## src/rtl/dbd_fifo.sv

```systemverilog
// ----------------------------------------------------------------------------
// dbd_fifo
// Small register queue with first-word fall-through.
// ----------------------------------------------------------------------------
module dbd_fifo #(
  parameter int WIDTH = 8,
  parameter int DEPTH = 4
) (
  input  logic             clk,
  input  logic             rst_n,
  input  logic             wr,
  input  logic [WIDTH-1:0] din,
  output logic             full,
  input  logic             rd,
  output logic [WIDTH-1:0] dout,
  output logic             empty
);

  localparam int PTR_W = (DEPTH > 1) ? $clog2(DEPTH) : 1;
  localparam int CNT_W = $clog2(DEPTH + 1);

  logic [WIDTH-1:0] mem [DEPTH];
  logic [PTR_W-1:0] wp_r, wp_nxt;
  logic [PTR_W-1:0] rp_r, rp_nxt;
  logic [CNT_W-1:0] cnt_r, cnt_nxt;
  logic             do_wr, do_rd;

  assign full  = (cnt_r == CNT_W'(DEPTH));
  assign empty = (cnt_r == '0);
  assign do_wr = wr && !full;
  assign do_rd = rd && !empty;
  assign dout  = mem[rp_r];

  always_comb begin
    wp_nxt  = wp_r;
    rp_nxt  = rp_r;
    cnt_nxt = cnt_r;
    if (do_wr) begin
      wp_nxt = (wp_r == PTR_W'(DEPTH - 1)) ? '0 : wp_r + 1'b1;
    end
    if (do_rd) begin
      rp_nxt = (rp_r == PTR_W'(DEPTH - 1)) ? '0 : rp_r + 1'b1;
    end
    if (do_wr && !do_rd) begin
      cnt_nxt = cnt_r + 1'b1;
    end else if (do_rd && !do_wr) begin
      cnt_nxt = cnt_r - 1'b1;
    end
  end

  always_ff @(posedge clk) begin
    if (!rst_n) begin
      wp_r  <= '0;
      rp_r  <= '0;
      cnt_r <= '0;
    end else begin
      wp_r  <= wp_nxt;
      rp_r  <= rp_nxt;
      cnt_r <= cnt_nxt;
    end
  end

  always_ff @(posedge clk) begin
    if (do_wr) begin
      mem[wp_r] <= din;
    end
  end

`ifndef ASSERT_OFF
  a_cnt_bound: assert property (@(posedge clk) disable iff (!rst_n)
    cnt_r <= CNT_W'(DEPTH))
    else $error("queue count beyond depth");

  a_cnt_inc: assert property (@(posedge clk) disable iff (!rst_n)
    (do_wr && !do_rd) |=> cnt_r == $past(cnt_r) + 1'b1)
    else $error("queue count did not advance on write");

  a_cnt_dec: assert property (@(posedge clk) disable iff (!rst_n)
    (do_rd && !do_wr) |=> cnt_r == $past(cnt_r) - 1'b1)
    else $error("queue count did not drop on read");
`endif

endmodule

```

## config.mk

```make
export PLATFORM = sky130hd
export DESIGN_NAME = dbd_fifo
export DESIGN_NICKNAME = d
export VERILOG_FILES = /design/src/rtl/dbd_fifo.sv
export SDC_FILE = /design/constraint.sdc
export NUM_CORES = 1
export LEC_CHECK = 0
export ABC_AREA = 1
export BUFFER_PORTS_ARGS = -buffer_cell sky130_fd_sc_hd__buf_2
export CAP_MARGIN = 40
export CORE_UTILIZATION = 40
export CTS_CLUSTER_SIZE = 14
export DETAILED_ROUTE_END_ITERATION = 10
export PLACE_DENSITY = 0.7
export SLEW_MARGIN = 40
export SYNTH_ARGS = -nofsm -noshare
export SYNTH_HDL_FRONTEND = slang
export SYNTH_SLANG_ARGS = --single-unit
```

## constraint.sdc

```tcl
create_clock -name clk -period 3.6 [get_ports clk]
set_clock_uncertainty 0.05 [all_clocks]
set_input_delay 0.36 -clock clk [delete_from_list [all_inputs] [get_ports clk]]
set_output_delay 0.36 -clock clk [all_outputs]
set_load 0.01 [all_outputs]
```

# Word level (Yosys, flattened, before mapping)
# Memory sizes are Yosys's and may differ from the RTL's. A register that Yosys moved wholly into a read port is not among the register bits.
# Index checks and enable logic that the tools add are counted.
# word_totals
in_bits	12
ramBits	32
reg_bits	7
mem_count	1
output_inout_bits	10
wordCells	29
# classes
n_mux	8
n_addsub	4
n_eq_ne	3
n_reduce_logical	10
# memory_table
memory	depth	width	read_ports	rd_clocked_by_memory_dff	wr	line	source
mem	4	8	1	1	1	22	logic [WIDTH-1:0] mem [DEPTH];
# ops
op	count
$mux 2	4
$mux 3	2
$add 2x1->2 const B	2
$eq 2x2->1 const B	2
$logic_and 1x1->1	4
$logic_not 1->1	4
$add 3x1->3 const B	1
$eq 3x3->1 const B	1
$logic_not 3->1	1
$sub 3x1->3 const B	1
$mux 1	2
$reduce_bool 2->1	1

# Depth between registers and ports, before layout
# logic_depth
word_depth	7
mapped_depth	13
depth_no_buf	13

# Worst setup path before layout
# No wires, ideal clock.
# synth_timing
path_type	reg2reg
from	reg cnt_r[1]
to	reg cnt_r[1]
path_stages_with_launch	10
required_ns	3.434
slack_ns	1.860
period_less_slack_ns	1.740
setup_time_ns	0.116
arrival_ns	1.574
path_buffers	0
path_cell_list	dfxtp_1 > nor2_1 > nand2_1 > nand2_2 > inv_1 > ha_1 > inv_1 > fa_1 > o21ai_0 > nor2_1
# synth_via
elab_cells_between_ends	15
classes_between	add/sub (2); eq/ne (1); mux (2); reduce/logical (10)
# synth_lines
element	line	source
from (decl)	25	logic [CNT_W-1:0] cnt_r, cnt_nxt;
from (signal assigned)	59	cnt_r <= cnt_nxt;
$eq 3x3->1	28	assign full = (cnt_r == CNT_W'(DEPTH));
$logic_not 1->1	30	assign do_wr = wr && !full;
$logic_and 1x1->1	30	
net do_wr	26	logic do_wr, do_rd;
$logic_and 1x1->1	44	if (do_wr && !do_rd) begin
$mux 3	44	
net cnt_nxt[1]	25	
# The timed path passes the listed nets, and every way through them passes these cells. The select of a mux whose other input is x is not followed.
# A chain may end at the register's enable or synchronous reset.

==> metrics.txt <==
routability congestion estimate from global placement 0.6969; cell count after placement 217; mean instance size in the synthesized netlist 11.44 um^2; post-route non-filler standard cell count 225; CP required 3.19 ns; critical path type flip-flop to primary output; leakage power 0.7893 nW; starting density of the core 0.4202; worst slew pin tran 0.7509 ns; die height 67.06 um; area share of the largest cell type after synthesis 0.5676; CTS Sinks 41; clock slew seen by the registers of the worst setup and hold paths 0.08 ns; worst min path class input pin to flip-flop; number of enable-type register cells in the synthesized netlist 32; total number of placement rows 23; area of the core 4029 um^2; CTS tree done; post-place instance area 1838 um^2; # resized after CTS 0; area of the mapped netlist 1693 um^2; master cell of the clock root buffer sky130_fd_sc_hd__clkbuf_8; number of nets in the final layout 193; total gr overflow 0; DR WL/cell 13.27 um; # port buffers 21; IR drop worst, VDD 407.6 uV; wire length of the first global-routing pass 4871 um; Area Growth Syn to Fin 15.96%; status complete, no violations; tightest slew margin relative to the limit 0.4976; total of endpoints with negative setup slack in the final report 0; arrival time at the worst endpoint 1.72 ns; primary flip-flop cell chosen by synthesis mapping sky130_fd_sc_hd__edfxtp_1; number of filler cells placed in the layout 384; Top Ports 22; count of final hold-check violations 0; share of flip-flops with an asynchronous set or reset after synthesis 0; cell taking the most area after synthesis sky130_fd_sc_hd__edfxtp_1; ratio of routed vias to standard cells 4.689; worst-path fanout max 17; Syn Inst Count 148; Die Span X 67.06 um; count of pins over their slew limit 0; latest clock arrival within the worst-skew pair 0.30 ns; biggest area contributors in the synthesized netlist sky130_fd_sc_hd__edfxtp_1 57%, sky130_fd_sc_hd__dfxtp_1 11%, sky130_fd_sc_hd__nor2_1 7.3%; endpoint type of the worst setup path primary output; first-pass detailed-route iteration total 4; cell type of the slowest stage on the worst timing path sky130_fd_sc_hd__dfxtp_1; final clock period utilization by the worst path 0.5913; DIE AREA 4496 um^2; max capacitance violation total 0; setup tns final 0 ns; element type at the critical path start flip-flop; number of buffers on the longest clock path 2; total routed wirelength 2986 um; buffer count from post-CTS setup fixing 0; post-synth net total 167; maximum level of the CTS H-tree 2; initial antenna violation count 0; finished layout cell area 1963 um^2; final antenna-violating net count 0; total design power 1.445 mW; count of cell types in the netlist 18; unrepaired setup endpoints after global routing no; flops & latches, synth 41; utilization of the core after routing 0.4873; count of hold buffers inserted by post-cts repair 0; number of DRC violations after detailed routing 0; Synth Warn # 0; delay of the slowest critical-path stage 0.69 ns; count leader, synth sky130_fd_sc_hd__nor2_1; vias in the first global route 1025; number of DRC markers after the initial detailed-route iteration 52; detailed placer's ending HPWL 2070 um; ant diodes 0; Inserted Clock Buffers 5; highest attainable clock frequency 469.8 MHz; Reg area 1141 um^2; share of cells above drive strength 1 0.2057; multi-input gate area in the final layout 462.9 um^2; via count 1055; post-route minimum period 2.129 ns; proportion of synthesized chip area in sequential cells 0.6741; GR Util All Layers 0.1572; largest net degree at the start of global routing 18; ordered list of cells on the worst path inv_2 -> o21ai_0 -> o22ai_1 -> buf_2; pwr dens 735.9 nW/um^2; synth cell count leaders 33 x sky130_fd_sc_hd__nor2_1, 32 x sky130_fd_sc_hd__edfxtp_1, 18 x sky130_fd_sc_hd__inv_1
logic make-up after synthesis:
group | after synthesis | synth area share
adders and majority gates | 7 | 0.05617
buffers and inverters | 21 | 0.05543
and+or+nand+nor | 51 | 0.1190
AOI/OAI and AO/OA | 28 | 0.09535
DFF | 41 | 0.6741
critical path, delay by kind of cell, from the launching register on:
family                 cells  cell delay, ns
DFF                        1            0.69
AOI/OAI and AO/OA          2            0.33
buffers and inverters      2            0.41
per-stage QoR:
step | setup slack (ns) | hold WS [ns]
after floorplan | 1.860 | 0.4089
after global placement | 1.753 | 0.4452
after detailed placement | 1.715 | 0.4507
after CTS | 1.418 | 0.2207
after global routing | 1.331 | 0.2133
final | 1.471 | 0.2312
state kept, by name, indices dropped and copies added, names as in the netlist, named ones only:
register / count
cnt_r: 3
mem: 32
rp_r: 2
wp_r: 2
final timing paths:
path | from | endpoint | slack, ns | cells after the start
min | din[0] | mem[2][0] | 0.23 | 1
max reg2reg | cnt_r[1] | cnt_r[1] | 1.71 | 9
max | flip-flop | dout[3] | 1.47 | 4
min reg2reg | cnt_r[0] | cnt_r[0] | 0.46 | 2
placed cells by master, fill, tap and decap left out:
cell / Yosys / routed
sky130_fd_sc_hd__inv_2: 1 / 1
sky130_fd_sc_hd__nand2_1: 14 / 14
sky130_fd_sc_hd__clkbuf_8: 0 / 6
sky130_fd_sc_hd__dfxtp_1: 9 / 9
sky130_fd_sc_hd__nand3b_1: 1 / 1
sky130_fd_sc_hd__o22ai_1: 8 / 8
sky130_fd_sc_hd__nand2_2: 1 / 1
sky130_fd_sc_hd__o21ai_0: 14 / 14
sky130_fd_sc_hd__clkinvlp_4: 0 / 1
sky130_fd_sc_hd__fa_1: 1 / 1
sky130_fd_sc_hd__buf_2: 0 / 21
sky130_fd_sc_hd__bufinv_16: 0 / 1
sky130_fd_sc_hd__o21ai_2: 3 / 3
sky130_fd_sc_hd__nand4_1: 1 / 1
sky130_fd_sc_hd__ha_1: 6 / 6
sky130_fd_sc_hd__edfxtp_1: 32 / 32
sky130_fd_sc_hd__o21ai_1: 1 / 1
sky130_fd_sc_hd__nand3_1: 1 / 1
sky130_fd_sc_hd__nor2_1: 33 / 31
sky130_fd_sc_hd__a21oi_1: 2 / 2
sky130_fd_sc_hd__nor2_2: 0 / 2
sky130_fd_sc_hd__inv_1: 18 / 18
final cells by class:
cell class	count	share of cell area
Sequential cell	41	0.5813
Multi-Input combinational cell	86	0.2358
Timing Repair Buffer	21	0.05354
Clock buffer	6	0.04207
Inverter	19	0.03633
Tap cell	50	0.03187
Clock inverter	2	0.01912
routing by layer:
metal / global-route usage / up-vias / routed length, um / part of all wire
met1: 0.1965 / 470 / 1362 / 0.46
met3: 0.05308 / 6 / 157 / 0.053
met2: 0.2388 / 26 / 1403 / 0.47
met5: 0 / - / 0 / 0
met4: 0.07979 / 0 / 62 / 0.021
li1: - / 553 / - / -
report_power, final:
part	internal (mW)	switching (mW)	total (mW)
sequential	0.589	0.0617	0.651
combinational	0.158	0.255	0.413
clock	0.225	0.156	0.381
total	0.972	0.472	1.44
Power figures use the tool's default switching activity.
