<file path="config.mk">
export PLATFORM = sky130hd
export DESIGN_NAME = dbd_front
export DESIGN_NICKNAME = d
export VERILOG_FILES = /design/src/rtl/dbd_pkg.sv /design/src/rtl/dbd_front.sv
export SDC_FILE = /design/constraint.sdc
export NUM_CORES = 1
export LEC_CHECK = 0
export BUFFER_PORTS_ARGS = -buffer_cell sky130_fd_sc_hd__buf_2
export CORE_MARGIN = 10
export CORE_UTILIZATION = 54
export CTS_BUF_LIST = sky130_fd_sc_hd__clkbuf_8
export DETAILED_ROUTE_END_ITERATION = 6
export PLACE_DENSITY = 0.93
export SKIP_CTS_REPAIR_TIMING = 1
export SLEW_MARGIN = 20
export SYNTH_ARGS = -nofsm -noshare
export SYNTH_HDL_FRONTEND = slang
export SYNTH_SLANG_ARGS = --single-unit
</file>
<file path="constraint.sdc">
create_clock -name clk -period 3.8 [get_ports clk]
set_input_delay 0.19 -clock clk [delete_from_list [all_inputs] [get_ports clk]]
set_output_delay 0.19 -clock clk [all_outputs]
set_load 0.05 [all_outputs]
</file>
<file path="src/rtl/dbd_pkg.sv">
// ----------------------------------------------------------------------------
// dbd_pkg
// Types and constants shared by the detection box decoder.
// ----------------------------------------------------------------------------
package dbd_pkg;

  localparam int CFG_IDX_W = 2;
  localparam int CFG_DATA_W = 13;

  localparam logic [CFG_IDX_W-1:0] CFG_IDX_THRESHOLD    = 2'd0;
  localparam logic [CFG_IDX_W-1:0] CFG_IDX_IMAGE_WIDTH  = 2'd1;
  localparam logic [CFG_IDX_W-1:0] CFG_IDX_IMAGE_HEIGHT = 2'd2;

  localparam logic [8:0]  THRESHOLD_RESET = 9'd128;
  localparam logic [12:0] IMAGE_SIZE_RESET = 13'd640;

  // Elements ahead of the class scores: cx, cy, w, h.
  localparam int BOX_ELEMENTS = 4;

  // Quotients of the back end fit in this many bits.
  localparam int QUOT_W = 24;

  typedef struct packed {
    logic signed [19:0] element_value;
    logic               last_element;
  } in_item_t;

  typedef struct packed {
    logic [11:0] box_x;
    logic [11:0] box_y;
    logic [12:0] box_width;
    logic [12:0] box_height;
    logic [7:0]  class_index;
    logic [18:0] best_score_out;
  } out_item_t;

  typedef struct packed {
    logic [8:0]  conf_threshold;
    logic [12:0] image_width;
    logic [12:0] image_height;
  } cfg_t;

  typedef struct packed {
    logic signed [19:0] cx;
    logic signed [19:0] cy;
    logic signed [19:0] w;
    logic signed [19:0] h;
    logic [18:0]        score;
    logic [7:0]         cls;
    logic [12:0]        size_w;
    logic [12:0]        size_h;
  } job_t;

endpackage

</file>
<file path="src/rtl/dbd_front.sv">
// ----------------------------------------------------------------------------
// dbd_front
// Latches box elements, tracks the best class score and issues a decode job
// at the last element of a prediction whose score passes the threshold.
// ----------------------------------------------------------------------------
module dbd_front #(
  parameter int MAX_CLASSES    = 80,
  parameter int MAX_IMAGE_SIZE = 4096
) (
  input  logic              clk,
  input  logic              rst_n,
  input  logic              in_fire,
  input  dbd_pkg::in_item_t in_item,
  input  dbd_pkg::cfg_t     cfg,
  output logic              job_push,
  output dbd_pkg::job_t     job
);

  localparam logic [8:0] IDX_MAX = 9'd511;

  logic [8:0]         idx_r, idx_nxt;
  logic signed [19:0] cx_r, cx_nxt;
  logic signed [19:0] cy_r, cy_nxt;
  logic signed [19:0] w_r, w_nxt;
  logic signed [19:0] h_r, h_nxt;
  logic [18:0]        best_r, best_nxt;
  logic [7:0]         cls_r, cls_nxt;
  logic [9:0]         cls_off;
  logic               is_score;
  logic               better;
  logic signed [19:0] v;

  assign v        = in_item.element_value;
  assign cls_off  = {1'b0, idx_r} - 10'(dbd_pkg::BOX_ELEMENTS);
  assign is_score = (idx_r >= 9'(dbd_pkg::BOX_ELEMENTS)) && (cls_off < 10'(MAX_CLASSES));
  assign better   = !v[19] && (v[18:0] > best_r);

  always_comb begin
    cx_nxt   = cx_r;
    cy_nxt   = cy_r;
    w_nxt    = w_r;
    h_nxt    = h_r;
    best_nxt = best_r;
    cls_nxt  = cls_r;
    case (idx_r)
      9'd0:    cx_nxt = v;
      9'd1:    cy_nxt = v;
      9'd2:    w_nxt  = v;
      9'd3:    h_nxt  = v;
      default: begin
        if (is_score && better) begin
          best_nxt = v[18:0];
          cls_nxt  = cls_off[7:0];
        end
      end
    endcase
    idx_nxt = (idx_r == IDX_MAX) ? idx_r : idx_r + 1'b1;
  end

  always_comb begin
    job.cx     = cx_nxt;
    job.cy     = cy_nxt;
    job.w      = w_nxt;
    job.h      = h_nxt;
    job.score  = best_nxt;
    job.cls    = cls_nxt;
    job.size_w = (cfg.image_width > 13'(MAX_IMAGE_SIZE)) ? 13'(MAX_IMAGE_SIZE)
                                                         : cfg.image_width;
    job.size_h = (cfg.image_height > 13'(MAX_IMAGE_SIZE)) ? 13'(MAX_IMAGE_SIZE)
                                                          : cfg.image_height;
  end

  assign job_push = in_fire && in_item.last_element &&
                    (best_nxt > {10'b0, cfg.conf_threshold});

  always_ff @(posedge clk) begin
    if (!rst_n) begin
      idx_r  <= '0;
      cx_r   <= '0;
      cy_r   <= '0;
      w_r    <= '0;
      h_r    <= '0;
      best_r <= '0;
      cls_r  <= '0;
    end else if (in_fire) begin
      cx_r <= cx_nxt;
      cy_r <= cy_nxt;
      w_r  <= w_nxt;
      h_r  <= h_nxt;
      if (in_item.last_element) begin
        idx_r  <= '0;
        best_r <= '0;
        cls_r  <= '0;
      end else begin
        idx_r  <= idx_nxt;
        best_r <= best_nxt;
        cls_r  <= cls_nxt;
      end
    end
  end

endmodule

</file>
# --- Word-level counts from Yosys, hierarchy flattened ---
# Cells that the tools add are included.
classes:
  add_sub_neg: 2
  order_cmp: 6
  n_eq_ne: 5
  muxes: 14
  reduce_logical: 9
op_table:
  columns: ["cell", "count"]
  rows:
  - ["2-to-1 mux 20 bit", 4]
  - ["2-to-1 mux 19 bit", 3]
  - ["greater-than comparator 13 bit (second input constant)", 2]
  - ["2-to-1 mux 13 bit", 2]
  - ["2-to-1 mux 8 bit", 3]
  - ["greater-than comparator 19 bit", 1]
  - ["greater-than comparator 19 x 9 -> 1 bit", 1]
  - ["== test 9 x 2 -> 1 bit (second input constant)", 2]
  - ["2-to-1 mux 9 bit", 2]
  - ["less-than comparator 10 x 7 -> 1 bit (second input constant)", 1]
  - ["subtractor 9 x 3 -> 10 bit (second input constant)", 1]
  - ["adder 9 x 1 -> 9 bit (second input constant)", 1]
  - ["== test 9 x 1 -> 1 bit (second input constant)", 1]
  - ["== test 9 bit (second input constant)", 1]
  - [">= comparator 9 x 3 -> 1 bit (second input constant)", 1]
  - ["logical NOT 9 bit", 1]
  - ["logical AND 1 bit", 5]
  - ["OR reduction 4 bit", 1]
  - ["inequality test 2 bit (second input constant)", 1]
  - ["AND reduction 2 bit", 1]
  - ["logical NOT 1 bit", 1]
word_totals:
  register_bits: 116
  out_inout_bits: 134

# --- Logic depth before layout (Yosys ltp) ---
# Gate-level depths: netlist (run 1).
logic_depth:
  word_depth: 8
  mapped_depth: 20

# --- Worst setup path before layout (run 1) ---
# OpenSTA, ideal clock, no wires.
synth_timing:
  path_kind: "register -> output"
  from: "register best_r[12]"
  to: "output port job_push"
  arrival_ns: 3.801
  path_slack_ns: -0.191
  path_stages_with_launch: 18
  n_path_buf: 1
  cell_sequence: "dfxtp_1 -> inv_1 -> ha_1 -> a21o_1 -> a221o_1 -> a221oi_1 -> o21ai_0 -> nand4_1 -> buf_2 -> mux2_2 -> ha_1 -> nor2b_1 -> o21a_1 -> o21a_1 -> o21a_1 -> o21ai_0 -> nand2_1 -> o2bb2ai_1"
synth_lines:
  columns: ["element", "line_no", "rtl"]
  rows:
  - ["start, declared", "dbd_front.sv:26", "logic [18:0] best_r, best_nxt;"]
  - ["start signal, assigned", "dbd_front.sv:96", "best_r <= best_nxt;"]
  - ["end, declared", "dbd_front.sv:15", "output logic job_push,"]

# --- Worst setup path after layout (run 1) ---
layout_timing:
  from: "register best_r[14]"
  to: "output port job_push"
layout_between:
  elab_chain_cells: 7
layout_rtl:
  columns: ["element", "line_no", "rtl"]
  rows:
  - ["greater-than comparator 19 bit", "dbd_front.sv:36", "assign better = !v[19] && (v[18:0] > best_r);"]
  - ["logical AND 1 bit", "dbd_front.sv:36", null]
  - ["logical AND 1 bit", "dbd_front.sv:51", "if (is_score && better) begin"]
  - ["2-to-1 mux 19 bit", "dbd_front.sv:51", null]
  - ["2-to-1 mux 19 bit (*)", "dbd_front.sv:45", "case (idx_r)"]
  - ["greater-than comparator 19 x 9 -> 1 bit (*)", "dbd_front.sv:74", "(best_nxt > {10'b0, cfg.conf_threshold});"]
  - ["logical AND 1 bit (*)", "dbd_front.sv:73", "assign job_push = in_fire && in_item.last_element &&"]
# Mark *: on every way between the ends. The rest lies on a longest branch, timed or not.

==> results of run 1 <==
==> cell families (layout without fill, tap and decap cells) <==
group	Yosys count	after routing	synth area share [%]
buffers and inverters	105	295	6.550
AND/OR/NAND/NOR	273	273	17.86
adder cells (fa/ha/maj)	35	35	6.551
flip-flops	116	116	34.74
XOR/XNOR	9	9	1.179
AO/OA/AOI/OAI	155	155	16.98
multiplexers	96	96	16.15
==> synth_stat cells, drive strengths merged (4+ instances only) <==
master,number,area [um2]
a21boi,81,608.1
a21o,4,30.03
a21oi,9,45.04
a22o,23,201.4
and3,5,31.28
buf,11,85.07
clkbuf,59,221.5
dfxtp,116,2322
ha,35,437.9
inv,35,131.4
mux2,95,1070
nand2,185,694.4
nand3,9,45.04
nand4,9,56.30
nor2,16,60.06
nor2b,30,187.7
nor3,6,30.03
nor4,4,25.02
o21ai,19,95.09
o2bb2ai,4,35.03
xnor2,5,43.79
xor2,4,35.03
==> where the power goes <==
group	leakage, nW	internal (mW)	switching [mW]	total, mW
Clock	0.221	0.681	0.503	1.18
Combinational	2.68	0.187	0.433	0.620
Sequential	0.941	1.24	0.0137	1.26
==> sequential cells by signal, summed over array words and instances (netlist names) <==
signal and count:
idx_r 9, cy_r 20, cls_r 8, cx_r 20, best_r 19, w_r 20
h_r 20
==> final cells by class <==
| type | count | share of cell area [%] |
|---|---|---|
| well taps | 168 | 2.516 |
| clock buffers | 23 | 3.789 |
| repair buffers | 228 | 14.85 |
| multi-input cells | 568 | 48.23 |
| inverters | 35 | 1.572 |
| clock inverters | 9 | 1.183 |
| flip-flops and latches | 116 | 27.85 |
==> worst max-delay path by stage <==
stage               slack, ps        from  endpoint
detailed placement        -90  best_r[14]  job_push
global route             -500   best_r[9]  job_push
finish                   -270  best_r[14]  job_push
CTS                      -610  best_r[14]  job_push
global placement            1  best_r[12]  job_push
floorplan                  20  best_r[12]  job_push
==> per-stage QoR <==
step | TNS [ps] | cells | setup slack (ps) | hold slack [ps]
2_1_floorplan | 0 | 789 | 18.70 | 322.7
4_1_cts | -605.7 | 1147 | -605.7 | 30.76
3_3_place_gp | 0 | 1115 | 1.217 | 431.8
6_report | -266.8 | 1147 | -266.8 | 49.93
5_1_grt | -498.0 | 1147 | -498.0 | 67.90
3_5_place_dp | -93.64 | 1115 | -93.64 | 440.9
==> layer usage <==
layer,GRT usage [%],wire [um]
met5,0,0
met4,9.765,489
met3,5.678,1459
met2,38.06,9980
met1,26.74,8778
==> critical path, stage by stage, from the launching register on <==
cell       delay, ps
dfxtp_2          350
inv_2             60
ha_4             220
and2_4           160
a221o_1          340
a221oi_2         300
o21ai_1          110
nand4_1          190
mux2_4           340
ha_4             220
nor2b_4          120
o21a_1           160
o21a_1           160
o21a_1           160
o21ai_1          130
nand2_1           90
o2bb2ai_2        140
buf_6            160
==> impl_metrics.py, run 1 <==
metrics = {
    "run_status": {
        "outcome": "complete, but fails checks",
        "violations": "setup timing",
    },
    "timing": {
        "setup_viol": 1,
        "period_minus_slack_ps": 4067,
        "hold_violations": 0,
        "maxSlewHeadroom_pct": 37.43,
        "rsz0062_at_grt": "true",
        "fmax_ghz": 0.2459,
        "finClkSkew_ps": 8.207,
        "setup_slack_ps": -266.8,
        "tightest_slew_ps": 936.3,
        "finalCritPeriodShare_pct": 107.0,
        "timing.final.max_slew_violations": 0,
    },
    "finish": {
        "multiInputGateArea_mm2": 0.004030,
        "final_common_cell": "buf_2",
        "postLayoutCellArea_mm2": 0.008356,
        "area_delta_synth_final_pct": 24.99,
        "fin_util_pct": 69.27,
        "n_fill_cell": 930,
        "ff_latch_area_mm2": 0.002327,
        "drive_above_1_share_pct": 38.30,
        "fin_nets": 1060,
        "final_cell_mix": "191 x buf_2, 185 x nand2_1, 112 x dfxtp_1",
        "diodes": 0,
    },
    "worst_setup_path": {
        "r2r_setup_slack_ps": 930,
        "critPathKind": "flop to primary output",
        "cp.required_ps": 3610,
        "reg2reg_from": "best_r[14]",
        "arrival_ps": 3880,
        "cp-end-kind": "primary output",
        "cp_max_fo": 3,
        "r2r_end": "best_r[2]",
        "start_kind": "flop",
        "reg2reg_depth": 12,
    },
    "synthesis": {
        "synth_cells": 789,
        "yosysWarnings": 0,
        "synthFlopType": "dfxtp_1",
        "avgSynthCellArea_um2": 8.473,
        "synth_area_mm2": 0.006685,
        "synth-seq-cells": 116,
        "yosysSeqAreaShare_pct": 34.74,
        "yosysUniqueCellTypes": 41,
        "syn_nets": 883,
        "async_flop_share_pct": 0,
        "synth_edf_count": 0,
    },
    "route": {
        "dr.first_iter.drc_count": 419,
        "drc": 0,
        "wire_per_inst_um": 18.05,
        "drt_wl_total_mm": 20.71,
        "vias": 6347,
        "vias_per_cell": 5.534,
        "first_pass_iters": 5,
        "ant_nets": 0,
    },
    "grt": {
        "grt_use_total_pct": 22.64,
        "grt_pass1_vias": 6432,
        "grt_pass1_wl_mm": 32.53,
        "grt_overflow": 0,
        "grt_max_degree": 88,
        "antenna_found_initial": 0,
    },
    "floorplanning": {
        "die_y_um": 131.3,
        "dieArea_mm2": 0.01723,
        "die_x_um": 131.3,
        "num_rows": 40,
        "placeableCoreArea_mm2": 0.01206,
        "io_pins": 193,
        "start_util_pct": 55.43,
    },
    "pwr": {
        "p_leak_nw": 3.846,
        "peakVddDrop_v": 0.0003630,
        "powerDensity_mw_per_mm2": 366.2,
        "finalPower_mw": 3.060,
    },
    "clock_tree": {
        "cts.clk_slew.worst_paths_ps": 70,
        "insertion_delay_ps": 460,
        "root_buffer": "clkbuf_8",
        "cts_tree": "built",
        "numCtsBuffers": 17,
        "cts_buffer_depth": 2,
        "clock_sinks": 116,
        "htree_levels": 4,
    },
    "placed_design": {
        "place.gp.congestion": 0.9021,
        "place_area_mm2": 0.007830,
        "hpwl_mm": 15.20,
        "io_buffers": 192,
    },
    "min_path": {
        "min_to": "cy_r[0]",
        "hp-start": "in_item[1]",
        "hold_depth": 3,
        "hold_path_class": "primary input to flop",
    },
    "flow_run": {
        "maxCapViolCount": 0,
    },
}
No activity file was read; power rests on OpenSTA's default activity.
==> run 2, diff against run 1 <==
Settings changed: ABC_CLOCK_PERIOD_IN_PS set to 3720, CORE_UTILIZATION 54 to 49, PLACE_DENSITY 0.93 to 0.89.
Clock period 3.8 ns to 3.72 ns, I/O delays scaled along.
==> impl_metrics.py, run 2 (synthesis results as in run 1) <==
metrics = {
    "run_status": {
        "outcome": "complete, but fails checks",
        "violations": "setup timing",
    },
    "worst_setup_path": {
        "r2r_end": "best_r[2]",
        "cp.required_ps": 3530,
        "arrival_ps": 3970,
        "critPathKind": "flop to primary output",
        "cp-end-kind": "primary output",
        "r2r_setup_slack_ps": 870,
        "cp_max_fo": 5,
        "reg2reg_from": "best_r[14]",
        "reg2reg_depth": 12,
        "critPathLaunch": "best_r[14]",
        "start_kind": "flop",
    },
    "route": {
        "first_pass_iters": 5,
        "vias_per_cell": 5.424,
        "ant_nets": 0,
        "routed-wl-met3_mm": 1.936,
        "drc": 0,
        "wire_per_inst_um": 18.33,
        "dr.first_iter.drc_count": 515,
        "vias": 6390,
        "wirelength_met1_mm": 8.767,
        "met2_length_mm": 10.30,
        "drt_wl_total_mm": 21.60,
        "top_layer_used": "met4",
    },
    "grt": {
        "grt_max_degree": 85,
        "grt_pass1_wl_mm": 32.27,
        "antenna_found_initial": 0,
        "grt_use_total_pct": 21.66,
        "grt_overflow": 0,
        "grt_pass1_vias": 6288,
    },
    "timing": {
        "fin_tns_setup_ps": -433.0,
        "maxSlewHeadroom_pct": 39.34,
        "setup_slack_ps": -433.0,
        "finalCritPeriodShare_pct": 111.6,
        "setup_viol": 1,
        "tightest_slew_ps": 907.8,
        "timing.final.max_slew_violations": 0,
        "hold_violations": 0,
        "period_minus_slack_ps": 4153,
        "fmax_ghz": 0.2408,
        "finClkSkew_ps": 8.694,
        "rsz0062_at_grt": "true",
    },
    "pwr": {
        "clkPwrFrac_pct": 38.9,
        "switching_power_mw": 0.9887,
        "finalPower_mw": 3.157,
        "powerDensity_mw_per_mm2": 365.0,
        "intPower_mw": 2.168,
        "switching_share_pct": 31.32,
        "peakVddDrop_v": 0.0003147,
        "p_leak_nw": 3.966,
        "combPwrFrac_pct": 20.5,
        "seq_power_share_pct": 40.6,
    },
    "floorplanning": {
        "io_pins": 193,
        "dieArea_mm2": 0.01872,
        "placeableCoreArea_mm2": 0.01330,
        "start_util_pct": 50.28,
        "die_x_um": 136.8,
        "num_rows": 42,
        "die_y_um": 136.8,
    },
    "finish": {
        "area_delta_synth_final_pct": 29.38,
        "n_fill_cell": 1087,
        "drive_above_1_share_pct": 41.02,
        "fin_nets": 1085,
        "diodes": 0,
        "fin_cells": 1178,
        "final_cell_mix": "193 x buf_2, 185 x nand2_1, 106 x dfxtp_1",
        "postLayoutCellArea_mm2": 0.008650,
        "final_common_cell": "buf_2",
    },
    "min_path": {
        "hold_depth": 3,
        "hold_path_class": "primary input to flop",
        "hp-start": "rst_n",
        "min_to": "cls_r[7]",
    },
    "placed_design": {
        "pre_cts_ws_ps": -329.7,
        "io_buffers": 192,
        "place.gp.congestion": 0.8990,
        "place_inst": 1141,
        "hpwl_mm": 15.33,
        "place_area_mm2": 0.007988,
    },
    "clock_tree": {
        "cts_tree": "built",
        "numCtsBuffers": 17,
        "root_buffer": "clkbuf_8",
        "cts_buffer_depth": 2,
        "cts.clk_slew.worst_paths_ps": 70,
        "htree_levels": 4,
        "clock_sinks": 116,
        "insertion_delay_ps": 460,
    },
    "flow_run": {
        "maxCapViolCount": 0,
    },
}
run 2: final cells by class:
class                           count  area, um2  share of cell area (%)
Sequential cell                   116       2337                   27.02
Clock inverter                     10      132.6                   1.533
Timing Repair Buffer              253       1424                   16.46
Inverter                           35      131.4                   1.519
Clock buffer                       20      275.3                   3.182
Multi-Input combinational cell    568       4129                   47.74
Tap cell                          176      220.2                   2.546
run 2: worst max path at each step:
| stage | to | slack, ps | depth (start not counted) |
|---|---|---|---|
| final | job_push | -430 | 17 |
| after global placement | job_push | -130 | 17 |
| after floorplan | job_push | 6 | 16 |
| after detailed placement | job_push | -330 | 14 |
| after global routing | job_push | -590 | 17 |
| after CTS | job_push | -840 | 14 |
run 2: per-layer routing:
metal	vias to the layer above	GRT usage (%)
met3	49	7.038
met4	0	9.426
met1	3010	25.18
met2	246	35.76
met5	-	0
li1	3085	-
run 2: power by group through the flow:
stage | registers [mW] | clock network (mW) | logic (mW)
global placement | 1.31 | 0 | 0.619
global route | 1.28 | 1.29 | 0.685
finish | 1.28 | 1.23 | 0.647
CTS | 1.28 | 1.24 | 0.631
floorplan | 1.31 | 0 | 0.455
detailed placement | 1.31 | 0 | 0.627
run 2: per-stage QoR:
| stage | hold WS [ps] | util, % |
|---|---|---|
| floorplan | 318.7 | - |
| global placement | 429.7 | 60.08 |
| detailed placement | 445.0 | 60.08 |
| CTS | -16.16 | 63.15 |
| global route | 5.652 | 65.06 |
| finish | 9.857 | 65.06 |
run 2: critical path: stages, from the launching register on:
cell and delay, ps:
dfxtp_2 330, inv_2 40, ha_4 200, and2_4 150
a221o_1 340, a221oi_2 290, o21ai_1 120, nand4_1 220
mux2_4 370, ha_4 230, nor2b_4 120, o21a_1 170
o21a_1 170, o21a_1 170, o21ai_1 150, nand2_1 110
o2bb2ai_4 150, buf_6 160
==> run 3, diff against run 2 <==
Settings changed: PLACE_DENSITY 0.89 to 0.83.
==> impl_metrics.py, run 3 (synthesis results as in run 1) <==
metrics = {
    "run_status": {
        "outcome": "complete, but fails checks",
        "violations": "setup timing",
    },
    "timing": {
        "fmax_ghz": 0.2464,
        "tightest_slew_ps": 873.2,
        "period_minus_slack_ps": 4059,
        "finalCritPeriodShare_pct": 109.1,
        "rsz0062_at_grt": "true",
        "fin_tns_setup_ps": -338.5,
        "setup_viol": 1,
        "finClkSkew_ps": 11.53,
        "timing.final.max_slew_violations": 0,
        "setup_slack_ps": -338.5,
        "hold_violations": 0,
        "maxSlewHeadroom_pct": 41.62,
    },
    "placed_design": {
        "hpwl_mm": 15.12,
        "io_buffers": 192,
        "place_area_mm2": 0.008010,
        "place_inst": 1144,
        "place.gp.congestion": 0.8938,
    },
    "route": {
        "ant_nets": 0,
        "drt_wl_total_mm": 20.61,
        "first_pass_iters": 5,
        "wire_per_inst_um": 17.53,
        "dr.first_iter.drc_count": 431,
        "drc": 0,
        "vias": 6350,
        "vias_per_cell": 5.400,
    },
    "clock_tree": {
        "htree_levels": 4,
        "cts_tree": "built",
        "cts.clk_slew.worst_paths_ps": 80,
        "root_buffer": "clkbuf_8",
        "insertion_delay_ps": 460,
        "numCtsBuffers": 17,
        "clock_sinks": 116,
        "cts_buffer_depth": 2,
    },
    "worst_setup_path": {
        "cp_max_fo": 3,
        "cp-end-kind": "primary output",
        "cpMostUsedCell": "o21a_1",
        "cp_slowest_cell": "a221o_1",
        "arrival_ps": 3870,
        "critPathKind": "flop to primary output",
        "max_stage_delay_ps": 340,
        "cp.required_ps": 3530,
        "cp_top_family": "compound AO/OA/AOI/OAI gates",
        "crit_chain": "inv_2, ha_4, and2_4, a221o_1, a221oi_2, buf_4, o21ai_2, nand4_1, mux2_4, ha_4, nor2b_4, o21a_1, o21a_1, o21a_1, o21ai_1, nand2_1, o2bb2ai_4, buf_6",
        "start_kind": "flop",
        "cp.buffers_inverters": 3,
    },
    "floorplanning": {
        "start_util_pct": 50.28,
        "io_pins": 193,
        "placeableCoreArea_mm2": 0.01330,
        "die_y_um": 136.8,
        "die_x_um": 136.8,
        "dieArea_mm2": 0.01872,
        "num_rows": 42,
    },
    "pwr": {
        "combPwrFrac_pct": 19.7,
        "peakVddDrop_v": 0.0003095,
        "switching_share_pct": 31.10,
        "seq_power_share_pct": 39.6,
        "finalPower_mw": 3.234,
        "switching_power_mw": 1.006,
        "clkPwrFrac_pct": 40.6,
        "intPower_mw": 2.228,
        "p_leak_nw": 3.957,
        "powerDensity_mw_per_mm2": 376.4,
    },
    "grt": {
        "antenna_found_initial": 0,
        "grt_pass1_wl_mm": 31.53,
        "grt_pass1_vias": 6190,
        "grt_max_degree": 86,
        "grt_use_total_pct": 21.20,
        "grt_overflow": 0,
    },
    "finish": {
        "area_delta_synth_final_pct": 28.52,
        "postLayoutCellArea_mm2": 0.008592,
        "fin_util_pct": 64.62,
        "diodes": 0,
        "final_cell_mix": "191 x buf_2, 185 x nand2_1, 113 x dfxtp_1",
        "fin_cells": 1176,
        "fin_nets": 1081,
        "final_common_cell": "buf_2",
        "drive_above_1_share_pct": 39.70,
    },
    "min_path": {
        "hold_path_class": "primary input to flop",
    },
    "flow_run": {
        "maxCapViolCount": 0,
    },
}
-- run 3: cell count changes in the layout (fill, tap and decap cells not counted), sizes merged --
cell and delta:
clkinv +2, inv +1, bufinv +1, clkinvlp -1, clkbuf -1, buf -4
-- run 3: metal layers --
layer / vias up / global-route usage (%) / part of all wire [%]
met3: 34 / 7.405 / 7.9
met2: 223 / 35.41 / 47
met5: - / 0 / 0
met1: 3017 / 24.96 / 43
li1: 3076 / - / -
met4: 0 / 6.674 / 2.0
-- run 3: power by group through the flow --
stage               Combinational, mW  Sequential (mW)  Clock [mW]
detailed placement              0.627             1.31           0
floorplan                       0.455             1.31           0
global placement                0.621             1.31           0
CTS                             0.630             1.28        1.33
global route                    0.679             1.28        1.39
finish                          0.638             1.28        1.31
-- run 3: area by class of cell --
cell class,count,area [um2]
Clock buffer,19,261.5
Clock inverter,13,181.4
Fill cell,1109,4703
Inverter,35,131.4
Multi-Input combinational cell,568,4076
Sequential cell,116,2326
Tap cell,176,220.2
Timing Repair Buffer,249,1395
-- run 3: final timing paths --
kind	startpoint	endpoint	slack, ps	depth (start not counted)
worst min register to register	cls_r[7]	cls_r[7]	450	2
worst max-delay path	best_r[14]	job_push	-340	18
worst min-delay path	rst_n	cls_r[7]	20	3
worst max register to register	best_r[14]	cls_r[0]	710	13
-- run 3: through the flow --
step / worst slack, ps / hold WS [ps]
detailed placement: -175.7 / 438.4
global route: -560.3 / 4.478
floorplan: 5.694 / 318.7
finish: -338.5 / 16.06
CTS: -704.6 / -11.17
global placement: -91.22 / 427.4
-- run 3: worst min-delay path: stages --
cell,delay [ps]
buf_2,120
nand3_1,80
a21oi_1,40
